<file path="config.mk">
export PLATFORM = sky130hd
export DESIGN_NAME = adc_scale_filter_ramp_top
export DESIGN_NICKNAME = d
export VERILOG_FILES = /design/src/rtl/asfr_pkg.sv /design/src/rtl/adc_scale_filter_ramp_top.sv /design/src/rtl/asfr_scale.sv /design/src/rtl/asfr_filter.sv
export SDC_FILE = /design/constraint.sdc
export NUM_CORES = 1
export LEC_CHECK = 0
export ABC_AREA = 1
export BUFFER_PORTS_ARGS = -buffer_cell sky130_fd_sc_hd__buf_4
export CAP_MARGIN = 15
export CORE_ASPECT_RATIO = 2
export CORE_UTILIZATION = 41
export DETAILED_ROUTE_END_ITERATION = 8
export RECOVER_POWER = 100
export SLEW_MARGIN = 10
export SYNTH_ARGS = -nofsm -noshare
export SYNTH_HDL_FRONTEND = slang
export SYNTH_SLANG_ARGS = --single-unit
</file>
<file path="constraint.sdc">
create_clock -name clock -period 12.4 [get_ports clock]
set_input_delay 1.24 -clock clock [delete_from_list [all_inputs] [get_ports clock]]
set_output_delay 1.24 -clock clock [all_outputs]
set_load 0.01 [all_outputs]
</file>
<file path="src/rtl/asfr_pkg.sv">
// Package for the ADC scale / filter / ramp block: beat structs, constants.
// No dependencies; imported by every module under rtl/.
package asfr_pkg;

   localparam int CH_W        = 3;
   localparam int LEVEL_W     = 12;
   localparam int PCT_W       = 7;
   localparam int SUM_W       = 16;
   localparam int REF_COUNT   = 7;
   localparam int CSR_IDX_W   = 3;

   localparam logic [CSR_IDX_W-1:0] CSR_SETPOINT = 3'd7;
   localparam logic [CH_W-1:0]      CH_ONE       = 3'd1;

   localparam logic [LEVEL_W-1:0] REF_RESET   = 12'd330;
   localparam logic [LEVEL_W-1:0] LEVEL_MAX   = 12'd4095;
   localparam logic [PCT_W-1:0]   PCT_FULL    = 7'd100;
   localparam int                 RAMP_LEVELS = 19;
   localparam int                 RAMP_STEP   = 5;

   // n/10 == (n * 0xCCCD) >> 19 for every 16-bit n
   localparam logic [SUM_W-1:0] RECIP_TEN   = 16'hCCCD;
   localparam int               RECIP_SHIFT = 19;

   typedef logic [REF_COUNT-1:0][LEVEL_W-1:0] ref_bank_type;

   typedef struct packed {
      logic [CH_W-1:0]    channel;
      logic [LEVEL_W-1:0] raw_sample;
      logic               running;
   } req_beat_type;

   typedef struct packed {
      logic [CH_W-1:0]    out_channel;
      logic [LEVEL_W-1:0] filtered_level;
      logic               release_pulse;
      logic [PCT_W-1:0]   percent_level;
      logic               percent_changed;
   } rsp_beat_type;

   typedef struct packed {
      logic [CH_W-1:0]    channel;
      logic               ch_ok;
      logic [LEVEL_W-1:0] level;
      logic               running;
   } scaled_beat_type;

endpackage

</file>
<file path="src/rtl/adc_scale_filter_ramp_top.sv">
// Path: a req beat is registered in the input, scaled and result stages in turn.
// Throughput: one beat per cycle while rsp is not stalled, through three register
// stages (input, scaled, result), each with its own valid, so bubbles collapse;
// a waiting result lets at most two more req beats in before req_stall rises.
// Synchronous active-high reset clears valids, filter memory and percentage;
// refs 330, setpoint 0.
module adc_scale_filter_ramp_top
   import asfr_pkg::*;
#(
   parameter int NUM_CHANNELS = 7,
   parameter int ADC_BITS     = 12
) (
   input  logic                 clock,
   input  logic                 reset,
   // sample channel
   input  logic                 req_valid,
   output logic                 req_stall,
   input  req_beat_type         req_beat,
   // result channel
   output logic                 rsp_valid,
   input  logic                 rsp_stall,
   output rsp_beat_type         rsp_beat,
   // register writes
   input  logic                 csr_wr_en,
   input  logic [CSR_IDX_W-1:0] csr_index,
   input  logic [LEVEL_W-1:0]   csr_wdata
);

   // reference scales, one per channel, and the release threshold
   ref_bank_type       ref_ff;
   logic [LEVEL_W-1:0] setpoint_ff;

   logic            req_ready;
   logic            mid_valid, mid_ready;
   scaled_beat_type mid_beat;

   always_ff @(posedge clock) begin
      if (reset) begin
         for (int i = 0; i < REF_COUNT; i++) begin
            ref_ff[i] <= REF_RESET;
         end
         setpoint_ff <= '0;
      end else if (csr_wr_en) begin
         // indexes past the setpoint fall through and are dropped
         if (int'(csr_index) < REF_COUNT) begin
            ref_ff[csr_index] <= csr_wdata;
         end else if (csr_index == CSR_SETPOINT) begin
            setpoint_ff <= csr_wdata;
         end
      end
   end

   assign req_stall = !req_ready;

   // stages 1 and 2: capture the beat, then multiply by the channel's reference
   asfr_scale #(
      .NUM_CHANNELS (NUM_CHANNELS),
      .ADC_BITS     (ADC_BITS)
   ) u_scale (
      .clock     (clock),
      .reset     (reset),
      .in_valid  (req_valid),
      .in_ready  (req_ready),
      .in_beat   (req_beat),
      .ref_bank  (ref_ff),
      .out_valid (mid_valid),
      .out_ready (mid_ready),
      .out_beat  (mid_beat)
   );

   // stage 3: filter memory read-modify-write and ramp update happen at the
   // same edge that loads the result, so a following beat on the same
   // channel always sees the fresh value
   asfr_filter #(
      .NUM_CHANNELS (NUM_CHANNELS)
   ) u_filter (
      .clock     (clock),
      .reset     (reset),
      .in_valid  (mid_valid),
      .in_ready  (mid_ready),
      .in_beat   (mid_beat),
      .setpoint  (setpoint_ff),
      .out_valid (rsp_valid),
      .out_stall (rsp_stall),
      .out_beat  (rsp_beat)
   );

`ifndef SYNTHESIS
   // nothing is left in flight after reset
   a_reset_empty: assert property (@(posedge clock)
      (!reset && $past(reset)) |-> !rsp_valid)
      else $error("result valid right after reset");

   // the ramp only moves on channel one and never past the level plus one step
   a_ramp_bound: assert property (@(posedge clock) disable iff (reset)
      (rsp_valid && rsp_beat.percent_changed) |->
         (rsp_beat.out_channel == CH_ONE) &&
         ({6'b0, rsp_beat.percent_level} <=
          {1'b0, rsp_beat.filtered_level} + 13'(RAMP_STEP)))
      else $error("percentage change out of bounds");

   // release only for channel one
   a_release_ch: assert property (@(posedge clock) disable iff (reset)
      (rsp_valid && rsp_beat.release_pulse) |-> (rsp_beat.out_channel == CH_ONE))
      else $error("release on wrong channel");

   // channels without a filter report zero and raise no flag
   a_bad_channel: assert property (@(posedge clock) disable iff (reset)
      (rsp_valid && ((int'(rsp_beat.out_channel) >= NUM_CHANNELS) ||
                     (int'(rsp_beat.out_channel) >= REF_COUNT))) |->
         (rsp_beat.filtered_level == '0) && !rsp_beat.release_pulse &&
         !rsp_beat.percent_changed)
      else $error("unfiltered channel produced data");
`endif

endmodule

</file>
<file path="src/rtl/asfr_scale.sv">
// Input register and reference scaling stage: raw * ref >> ADC_BITS, saturated.
// Depends on asfr_pkg.
module asfr_scale
   import asfr_pkg::*;
#(
   parameter int NUM_CHANNELS = 7,
   parameter int ADC_BITS     = 12
) (
   input  logic            clock,
   input  logic            reset,
   input  logic            in_valid,
   output logic            in_ready,
   input  req_beat_type    in_beat,
   input  ref_bank_type    ref_bank,
   output logic            out_valid,
   input  logic            out_ready,
   output scaled_beat_type out_beat
);

   localparam int PROD_W = 2 * LEVEL_W;

   logic            s1_valid_ff, s1_valid_in;
   req_beat_type    s1_beat_ff;
   logic            s2_valid_ff, s2_valid_in;
   scaled_beat_type s2_beat_ff, s2_beat_in;
   logic            s1_ready, s2_ready;
   logic            ch_ok;
   logic [LEVEL_W-1:0] ref_sel;
   logic [PROD_W-1:0]  prod, shifted;

   assign s2_ready = !s2_valid_ff || out_ready;
   assign s1_ready = !s1_valid_ff || s2_ready;
   assign in_ready = s1_ready;

   assign s1_valid_in = s1_ready ? in_valid : s1_valid_ff;
   assign s2_valid_in = s2_ready ? s1_valid_ff : s2_valid_ff;

   always_comb begin
      ch_ok   = (int'(s1_beat_ff.channel) < NUM_CHANNELS) &&
                (int'(s1_beat_ff.channel) < REF_COUNT);
      ref_sel = ch_ok ? ref_bank[s1_beat_ff.channel] : '0;
      prod    = {{LEVEL_W{1'b0}}, s1_beat_ff.raw_sample} * {{LEVEL_W{1'b0}}, ref_sel};
      shifted = prod >> ADC_BITS;
      s2_beat_in.channel = s1_beat_ff.channel;
      s2_beat_in.ch_ok   = ch_ok;
      s2_beat_in.running = s1_beat_ff.running;
      s2_beat_in.level   = (|shifted[PROD_W-1:LEVEL_W]) ? LEVEL_MAX : shifted[LEVEL_W-1:0];
   end

   always_ff @(posedge clock) begin
      if (reset) begin
         s1_valid_ff <= 1'b0;
         s2_valid_ff <= 1'b0;
      end else begin
         s1_valid_ff <= s1_valid_in;
         s2_valid_ff <= s2_valid_in;
      end
   end

   always_ff @(posedge clock) begin
      if (in_valid && s1_ready) begin
         s1_beat_ff <= in_beat;
      end
      if (s1_valid_ff && s2_ready) begin
         s2_beat_ff <= s2_beat_in;
      end
   end

   assign out_valid = s2_valid_ff;
   assign out_beat  = s2_beat_ff;

endmodule

</file>
<file path="src/rtl/asfr_filter.sv">
// Per-channel low-pass filter, release detect, conduction ramp, result register.
// Depends on asfr_pkg.
module asfr_filter
   import asfr_pkg::*;
#(
   parameter int NUM_CHANNELS = 7
) (
   input  logic               clock,
   input  logic               reset,
   input  logic               in_valid,
   output logic               in_ready,
   input  scaled_beat_type    in_beat,
   input  logic [LEVEL_W-1:0] setpoint,
   output logic               out_valid,
   input  logic               out_stall,
   output rsp_beat_type       out_beat
);

   localparam int FILT_DEPTH = (NUM_CHANNELS < REF_COUNT) ? NUM_CHANNELS : REF_COUNT;
   localparam int IDX_W      = (FILT_DEPTH > 1) ? $clog2(FILT_DEPTH) : 1;
   localparam int QPROD_W    = 2 * SUM_W;

   logic [LEVEL_W-1:0] mem_ff [FILT_DEPTH];
   logic [PCT_W-1:0]   pct_ff, pct_in;
   logic               out_valid_ff, out_valid_in;
   rsp_beat_type       out_beat_ff, out_beat_in;

   logic               fire;
   logic [IDX_W-1:0]   idx;
   logic [LEVEL_W-1:0] last, level;
   logic [SUM_W-1:0]   sum;
   logic [QPROD_W-1:0] qprod;
   logic [QPROD_W-RECIP_SHIFT-1:0] quot;
   logic               ramp_en, release_hit, changed;
   logic [RAMP_LEVELS-1:0] hit;

   assign in_ready     = !out_valid_ff || !out_stall;
   assign fire         = in_valid && in_ready;
   assign out_valid_in = in_ready ? in_valid : out_valid_ff;
   assign idx          = in_beat.channel[IDX_W-1:0];

   always_comb begin
      last  = in_beat.ch_ok ? mem_ff[idx] : '0;
      sum   = SUM_W'(in_beat.level) + {1'b0, last, 3'b000} + SUM_W'(last);
      qprod = {{SUM_W{1'b0}}, sum} * {{SUM_W{1'b0}}, RECIP_TEN};
      quot  = qprod[QPROD_W-1:RECIP_SHIFT];
      if (!in_beat.ch_ok) begin
         level = '0;
      end else if (|quot[QPROD_W-RECIP_SHIFT-1:LEVEL_W]) begin
         level = LEVEL_MAX;
      end else begin
         level = quot[LEVEL_W-1:0];
      end

      ramp_en     = in_beat.ch_ok && in_beat.running && (in_beat.channel == CH_ONE);
      release_hit = ramp_en && (level >= setpoint);

      // first table level at or above the percentage that the level meets
      for (int j = 0; j < RAMP_LEVELS; j++) begin
         hit[j] = (level >= LEVEL_W'(RAMP_STEP * (j + 1))) &&
                  (pct_ff <= PCT_W'(RAMP_STEP * (j + 1)));
      end
      pct_in  = pct_ff;
      changed = 1'b0;
      if (ramp_en && (pct_ff < PCT_FULL)) begin
         for (int j = RAMP_LEVELS - 1; j >= 0; j--) begin
            if (hit[j]) begin
               pct_in  = PCT_W'(RAMP_STEP * (j + 2));
               changed = 1'b1;
            end
         end
      end

      out_beat_in.out_channel     = in_beat.channel;
      out_beat_in.filtered_level  = level;
      out_beat_in.release_pulse   = release_hit;
      out_beat_in.percent_level   = pct_in;
      out_beat_in.percent_changed = changed;
   end

   always_ff @(posedge clock) begin
      if (reset) begin
         out_valid_ff <= 1'b0;
         pct_ff       <= '0;
         for (int i = 0; i < FILT_DEPTH; i++) begin
            mem_ff[i] <= '0;
         end
      end else begin
         out_valid_ff <= out_valid_in;
         if (fire) begin
            pct_ff <= pct_in;
            if (in_beat.ch_ok) begin
               mem_ff[idx] <= level;
            end
         end
      end
   end

   always_ff @(posedge clock) begin
      if (fire) begin
         out_beat_ff <= out_beat_in;
      end
   end

   assign out_valid = out_valid_ff;
   assign out_beat  = out_beat_ff;

endmodule

</file>
==> results.toml, run 1 <==
[run]
max_cap_violations = 2

[route]
drc = 1
drt_pass1_iterations = 9
drt_wl_total_um = 69600
drtAntennaViolNets = 0
num_vias = 18300
drtIter0Drc = 1183
wl_per_cell_um = 20.4
avgViaCountPerCell = 5.35

[run_status]
status = "finished, violations left"
violations = "design-rule violations, max-capacitance violations, max-slew violations"

[placement]
dp_hpwl_um = 56700
place.gp.congestion = 0.970
port_buffers = 61

[floorplanning]
pin_count = 62
die_h_um = 330
core_area_um2 = 53500
die_width_um = 166
dieArea_um2 = 54900
initial_core_util_pct = 41.4
rows = 120

[global_routing]
grt_max_degree = 78
grt_pass1_wl_um = 108000
grt_usage_pct = 25.9
grt_pass1_vias = 19000
antenna_found_initial = 0
overflow = 0

[min_path]
worstHoldPathType = "reg -> reg"

[worst_setup_path]
critPathRequiredTime_ns = 12.83
cp.arrival_ns = 12.11
critical_path.endpoint_type = "flop"
crit_fanout = 15
crit_top_cell = "nand2_1"
cp-start-kind = "flop"
cpMaxStageDelayCell = "fa_1"
criticalPathCategory = "reg -> reg"
slowest_delay_ns = 0.57

[timing]
fmax_ghz = 0.0856
period_share_pct = 94.2
grt_setup_unrepaired = "no"
period_minus_slack_ns = 11.68
setup_tns_ns = 0
slew_violations = 110
finalSetupViolCount = 0
finalHoldViolations = 0
fin_skew_ns = 0.0221
tightest_slew_ns = 2.98
slew_headroom_pct = -98.6

[synthesis]
synth_area_um2 = 22100
synth_area_leaders = "edfxtp_1 19%, fa_1 17%, ha_1 12%"
synth.distinct_cells = 60
yosysTopAreaCellShare_pct = 19.2
synth_edf_count = 141
yosysSeqAreaShare_pct = 30.1
postSynthCellCount = 2697
synth-async-reset-ratio_pct = 0
synth_ff_type = "edfxtp_1"
syn-num-nets = 3136
ys_seq_elements = 262
synth.avg_cell_area_um2 = 8.20
yosysTopAreaCell = "edfxtp_1"
ys_warn_count = 0

[clock_network]
cts_setup_buffers = 0
clk_latency_ns = 0.54
htreeDepth = 1
clk_pin_slew_ns = 0.07
root_buffer = "clkbuf_16"
cts_hold_buf = 0
ctsResizeCount = 0
clockBufferDepth = 3
cts_tree = "built"
cts.sinks = 262
numCtsBuffers = 23

[layout]
drive_gt1_share_pct = 5.04
area_growth_pct = 8.13
diodes = 0
fin_nets = 3161
-- cell usage in the layout (no fill, tap or decap), types with 24 or more instances in the layout --
cell type | netlist | final
a21oi_1 | 106 | 106
buf_4 | 1 | 46
clkbuf_1 | 77 | 34
dfxtp_1 | 121 | 121
edfxtp_1 | 141 | 141
fa_1 | 189 | 189
ha_1 | 214 | 214
inv_1 | 498 | 500
nand2_1 | 428 | 441
nand3_1 | 72 | 74
nor2_1 | 387 | 386
o21ai_0 | 198 | 206
xor2_1 | 24 | 24
-- logic make-up (layout without fill, tap and decap cells) --
logic type               count (synthesis)  after routing  share of synthesized area [%]
AO/OA/AOI/OAI                          421            421                           10.8
adder cells (fa/ha/maj)                403            403                           29.2
AND/OR/NAND/NOR                        969            969                           18.2
flip-flops                             262            262                           30.1
buffers and inverters                  611            652                           10.5
XOR/XNOR                                31             31                           1.23
-- worst paths after layout --
path                                               from                               to  slack (ns)  cells after the start
worst min register to register  ref_ff[13]$_SDFFE_PP1P_          ref_ff[13]$_SDFFE_PP1P_        0.45                      2
worst max register to register                     flop  u_filter.pct_ff[2]$_SDFFE_PP0P_        0.72                     56
worst max-delay path                               flop  u_filter.pct_ff[2]$_SDFFE_PP0P_        0.72                     56
worst min-delay path            ref_ff[13]$_SDFFE_PP1P_          ref_ff[13]$_SDFFE_PP1P_        0.45                      2
-- area by class of cell --
class | instances | area [um^2]
Multi-Input combinational cell | 1824 | 13100
Timing Repair Buffer | 97 | 601
Clock buffer | 24 | 589
Tap cell | 671 | 840
Clock inverter | 17 | 208
Inverter | 514 | 1930
Fill cell | 5321 | 29500
Sequential cell | 262 | 6660
-- cells in the mapped netlist (3+ instances only) --
cell type,number
a211oi_1,3
nand3_2,8
buf_1,15
o221ai_1,13
o21ai_0,198
a21oi_1,106
nand2_1,428
xnor2_1,7
nand3_1,72
ha_1,214
nor2_1,387
nand2_2,19
nand3b_1,4
o211ai_1,23
dfxtp_1,121
edfxtp_1,141
nand2_4,4
o21ai_1,14
inv_2,11
xor2_1,24
a221oi_1,10
o2111ai_1,3
fa_1,189
o21bai_1,11
a31oi_1,11
nor4_1,3
nor2_2,3
nand4_1,13
clkinv_1,5
inv_1,498
clkbuf_1,77
nor3_1,14
o21a_1,3
o22ai_1,12
-- registers in the layout (all words and copies together), names as in the netlist, 7 cells and up, named ones only --
signal and flops:
ref_ff 84, u_filter.pct_ff 7, setpoint_ff 12, u_filter.mem_ff 96
u_filter.out_beat 24, u_scale.s1_beat_ff 16, u_scale.out_beat 17
-- through the flow --
| stage | area (um^2) | hold WS [ns] | setup slack (ns) | utilization [%] | instances |
|---|---|---|---|---|---|
| finish | 23900 | 0.454 | 0.718 | 44.7 | 3409 |
| global route | 23900 | 0.477 | 0.0995 | 44.7 | 3409 |
| CTS | 24100 | 0.456 | 0.749 | 45.1 | 3409 |
| detailed placement | 23300 | 0.439 | 0.799 | 43.6 | 3368 |
| global placement | 23300 | 0.434 | 0.814 | 43.6 | 3368 |
| floorplan | 22100 | 0.400 | 2.42 | - | 2697 |
-- metal layers --
| layer | track usage (%) | wire [um] | part of all wire [%] |
|---|---|---|---|
| met1 | 24.4 | 22800 | 33 |
| met2 | 52.4 | 39100 | 56 |
| met3 | 1.58 | 2250 | 3.2 |
| met4 | 18.3 | 5500 | 7.9 |
| met5 | 0 | 0 | 0 |
-- critical path: cells and delay by family (launching register included) --
kind | cells | cell delay (ns)
flip-flops | 1 | 0.32
XOR/XNOR | 1 | 0.51
AO/OA/AOI/OAI | 10 | 1.81
buffers and inverters | 12 | 1.33
adder cells (fa/ha/maj) | 9 | 4.28
AND/OR/NAND/NOR | 24 | 3.28
Power of run 1 is not shown: default switching activity piles up to over one toggle a cycle in this logic, so the estimate is an artifact.
==> run 2, diff against run 1 <==
--- a/config.mk
+++ b/config.mk
@@ -11,7 +11,6 @@
 export CORE_ASPECT_RATIO = 2
 export CORE_UTILIZATION = 41
 export DETAILED_ROUTE_END_ITERATION = 8
-export RECOVER_POWER = 100
 export SLEW_MARGIN = 10
 export SYNTH_ARGS = -nofsm -noshare
 export SYNTH_HDL_FRONTEND = slang
==> run 2 against run 1 <==
  * The run ends with design-rule violations left
  * Register-to-register slack better by 0.17 ns
  * Clock skew is 0.0039 ns lower
  * Non-clock buffer count stayed put
  * Flip-flop and latch count stayed put
  * Wire length is 0.25% lower
  * Die area stayed put
  * Critical path depth is 10 lower
  * Count of clock-buffer cells in the layout stayed put
==> results.toml, run 2 (synthesis gave the netlist of run 1 again) <==
[worst_setup_path]
path_depth = 46
rr_worst_depth = 46
critPathRequiredTime_ns = 12.63
critical_path.endpoint_type = "flop"
slowest_delay_ns = 0.57
crit_top_cell = "inv_1"
cp.arrival_ns = 11.75
criticalPathCategory = "reg -> reg"
cpMaxStageDelayCell = "fa_1"
path_buf_inv = 10
critPathTopFamily = "adder cells"
cp-start-kind = "flop"
crit_fanout = 15

[floorplanning]
pin_count = 62
die_h_um = 330
initial_core_util_pct = 41.4
die_width_um = 166
core_area_um2 = 53500
rows = 120
dieArea_um2 = 54900

[route]
drtIter0Drc = 1123
drt_wl_total_um = 69500
num_vias = 18200
drtAntennaViolNets = 0
avgViaCountPerCell = 5.35
drt_pass1_iterations = 9
wl_per_cell_um = 20.4
drc = 1

[global_routing]
grt_usage_pct = 25.9
grt_max_degree = 78
grt_pass1_wl_um = 108000
overflow = 0
grt_pass1_vias = 19000
antenna_found_initial = 0

[timing]
finalHoldViolations = 0
slew_violations = 0
period_share_pct = 92.9
grt_setup_unrepaired = "no"
slew_headroom_pct = 39.9
fin_skew_ns = 0.0182
fmax_ghz = 0.0868
tightest_slew_ns = 0.901
period_minus_slack_ns = 11.52
setup_tns_ns = 0
finalSetupViolCount = 0

[clock_network]
ctsResizeCount = 0
cts_setup_buffers = 0
clk_latency_ns = 0.54
cts_hold_buf = 0
htreeDepth = 1
clk_pin_slew_ns = 0.07
clockBufferDepth = 3
cts.sinks = 262
numCtsBuffers = 23
root_buffer = "clkbuf_16"
cts_tree = "built"

[placement]
dp_hpwl_um = 56700
dpl.cell_count = 3368
port_buffers = 61
place.gp.congestion = 0.970

[run_status]
violations = "design-rule violations"
status = "finished, violations left"

[layout]
layout_commonest_cell = "inv_1"
top_register = "u_filter.mem_ff"
largest_reg_flops = 96
fin_nets = 3161
diodes = 0
final_cell_mix = "497 x inv_1, 428 x nand2_1, 385 x nor2_1"
drive_gt1_share_pct = 6.98
area_growth_pct = 8.98
fin_cells = 3409

[min_path]
worstHoldPathType = "reg -> reg"
whs_path_depth = 2

[run]
max_cap_violations = 0
## run 2: cell count changes in the layout (fill, tap and decap cells not counted), moves of 2 or more
cell and change:
nand3_1 -2, nand3_2 +2, clkbuf_4 -17, inv_2 +3, buf_4 +51, nand2_4 +3, o21ai_0 -8, nand2_1 -13
nand2_2 +10, inv_1 -3, clkbuf_1 -34, o21ai_1 +8
## run 2: cell type report
cell class / count / area [um^2]
Tap cell: 671 / 840
Clock inverter: 17 / 208
Clock buffer: 24 / 589
Multi-Input combinational cell: 1824 / 13100
Sequential cell: 262 / 6660
Fill cell: 5284 / 29400
Inverter: 514 / 1930
Timing Repair Buffer: 97 / 728
## run 2: final timing paths
| kind | start | endpoint | slack [ns] |
|---|---|---|---|
| setup / recovery | flop | u_filter.out_beat[0]$_SDFFCE_PN0P_ | 0.88 |
| hold / removal | ref_ff[49]$_SDFFE_PP1P_ | ref_ff[49]$_SDFFE_PP1P_ | 0.45 |
| setup reg to reg | flop | u_filter.out_beat[0]$_SDFFCE_PN0P_ | 0.88 |
| hold reg to reg | ref_ff[49]$_SDFFE_PP1P_ | ref_ff[49]$_SDFFE_PP1P_ | 0.45 |
## run 2: metal layers
layer / global-route usage, % / vias to the layer above / wire length, um
li1: - / 8627 / -
met1: 24.4 / 8787 / 22700
met2: 52.4 / 604 / 39000
met3: 1.58 / 217 / 2220
met4: 18.3 / 0 / 5510
met5: 0 / - / 0
## run 2: worst min-delay path, delay by kind of cell, from the launching register on
| family | cells | cell delay, ns |
|---|---|---|
| flops | 1 | 0.32 |
| simple gates | 2 | 0.10 |
## run 2: metrics by stage
stage                     cell area, um^2  hold WS [ns]  util, %  worst slack, ns
after global placement              23300         0.434     43.6            0.814
after detailed placement            23300         0.439     43.6            0.799
after floorplan                     22100         0.400        -             2.42
after CTS                           24100         0.456     45.1            0.749
after global routing                24100         0.477     45.1            0.178
final                               24100         0.453     45.1            0.884
Power of run 2 is left out for the same reason.
==> run 3, diff against run 2 <==
==> constraint.sdc (replaced) <==
create_clock -name clock -period 12.22 [get_ports clock]
set_input_delay 1.222 -clock clock [delete_from_list [all_inputs] [get_ports clock]]
set_output_delay 1.222 -clock clock [all_outputs]
set_load 0.01 [all_outputs]
==> run 3 against run 2 <==
  * The flow still finishes with violations (design-rule violations)
  * Die area is the same
  * Cell area shrank 0.14%
  * Maximum frequency grew 0.13%
  * Largest cell class unchanged
==> results.toml, run 3 (synthesis gave the netlist of run 1 again) <==
[run_status]
status = "finished, violations left"
violations = "design-rule violations"

[timing]
finalSetupViolCount = 0
period_share_pct = 94.1
grt_setup_unrepaired = "no"
slew_violations = 0
slew_headroom_pct = 28.2
fin_skew_ns = 0.0245
tightest_slew_ns = 1.08
finalHoldViolations = 0
fmax_ghz = 0.0870
setup_tns_ns = 0
period_minus_slack_ns = 11.50
fin_hold_ws_ns = 0.455

[clock_network]
numCtsBuffers = 24
cts_tree = "built"
root_buffer = "clkbuf_16"
cts.sinks = 262
clk_pin_slew_ns = 0.07
cts_hold_buf = 0
clockBufferDepth = 3
ctsResizeCount = 0
cts_setup_buffers = 0
clk_latency_ns = 0.56
htreeDepth = 1

[layout]
fillers = 5303
drive_gt1_share_pct = 6.99
largest_reg_flops = 96
area_growth_pct = 8.83
utilization_pct = 45.0
diodes = 0
fin_nets = 3155
final_cell_mix = "496 x inv_1, 428 x nand2_1, 385 x nor2_1"
top_register = "u_filter.mem_ff"
layout_commonest_cell = "inv_1"

[route]
drt_wl_total_um = 69700
drc = 2
num_vias = 18200
wl_per_cell_um = 20.5
drtIter0Drc = 1277
avgViaCountPerCell = 5.34
drtAntennaViolNets = 0
drt_pass1_iterations = 7

[worst_setup_path]
crit_fanout = 24
path_buf_inv = 6
cp-start-kind = "flop"
critPathRequiredTime_ns = 12.48
path_depth = 50
rr_worst_depth = 50
reg2reg_slack_ns = 0.72
criticalPathCategory = "reg -> reg"
crit_top_cell = "nand2_1"
cpMaxStageDelayCell = "fa_1"
cp.arrival_ns = 11.76
critical_path.endpoint_type = "flop"
timing.rr.end = "u_filter.out_beat[0]$_SDFFCE_PN0P_"
slowest_delay_ns = 0.56
critPathTopFamily = "adder cells"

[global_routing]
grt_pass1_wl_um = 107000
overflow = 0
grt_usage_pct = 25.7
grt_max_degree = 116
antenna_found_initial = 0
grt_pass1_vias = 18800

[floorplanning]
initial_core_util_pct = 41.4
core_area_um2 = 53500
die_h_um = 330
die_width_um = 166
pin_count = 62
rows = 120
dieArea_um2 = 54900

[min_path]
hold-path-endpoint = "ref_ff[49]$_SDFFE_PP1P_"
min-delay-start = "ref_ff[49]$_SDFFE_PP1P_"
worstHoldPathType = "reg -> reg"
whs_path_depth = 2

[placement]
dp_hpwl_um = 56300
place.gp.congestion = 1.01
port_buffers = 61

[run]
max_cap_violations = 0
run 3: changes by cell type in the layout (fill, tap and decap cells not counted), sizes merged:
cell | before | now
clkinvlp | 4 | 5
buf | 97 | 89
clkbuf | 24 | 31
clkinv | 11 | 10
bufinv | 4 | 1
run 3: area by class of cell:
class	count	area (um^2)	area share, %
clock buffer	31	678	2.82
clock inverter	13	116	0.484
inverter	514	1940	8.05
multi-input combinational	1824	13200	54.7
sequential	262	6660	27.7
tap	671	840	3.49
timing repair buffer	89	672	2.79
timing repair inverter	1	5.00	0.0208
run 3: per-stage QoR:
stage	cell area, um^2	worst slack [ns]	std cells
CTS	24000	0.465	3404
global route	24100	0.0244	3405
finish	24100	0.719	3405
detailed placement	23200	0.519	3360
global placement	23200	0.573	3360
floorplan	22100	2.24	2697
run 3: per-layer routing:
| layer | wire length (um) | global-route usage [%] | up-vias | part of all wire [%] |
|---|---|---|---|---|
| li1 | - | - | 8617 | - |
| met1 | 23100 | 24.2 | 8806 | 33 |
| met2 | 38800 | 51.3 | 544 | 56 |
| met3 | 2060 | 1.84 | 209 | 2.9 |
| met4 | 5750 | 19.5 | 0 | 8.2 |
| met5 | 0 | 0 | - | 0 |
run 3: how the worst max path moves through the flow:
stage,end,slack [ns]
floorplan,u_filter.out_beat[0]$_SDFFCE_PN0P_,2.24
global placement,u_filter.out_beat[0]$_SDFFCE_PN0P_,0.57
detailed placement,u_filter.out_beat[0]$_SDFFCE_PN0P_,0.52
CTS,u_filter.out_beat[0]$_SDFFCE_PN0P_,0.46
global route,u_filter.out_beat[0]$_SDFFCE_PN0P_,0.02
finish,u_filter.out_beat[0]$_SDFFCE_PN0P_,0.72
run 3: worst reg2reg max path: cells and delay by family, from the launching register on:
kind,cells,cell delay (ns)
DFF,1,0.46
and+or+nand+nor,18,2.73
adders and majority gates,9,3.92
AOI/OAI and AO/OA,17,3.49
buffers and inverters,6,0.61
Power of run 3 is left out for the same reason.
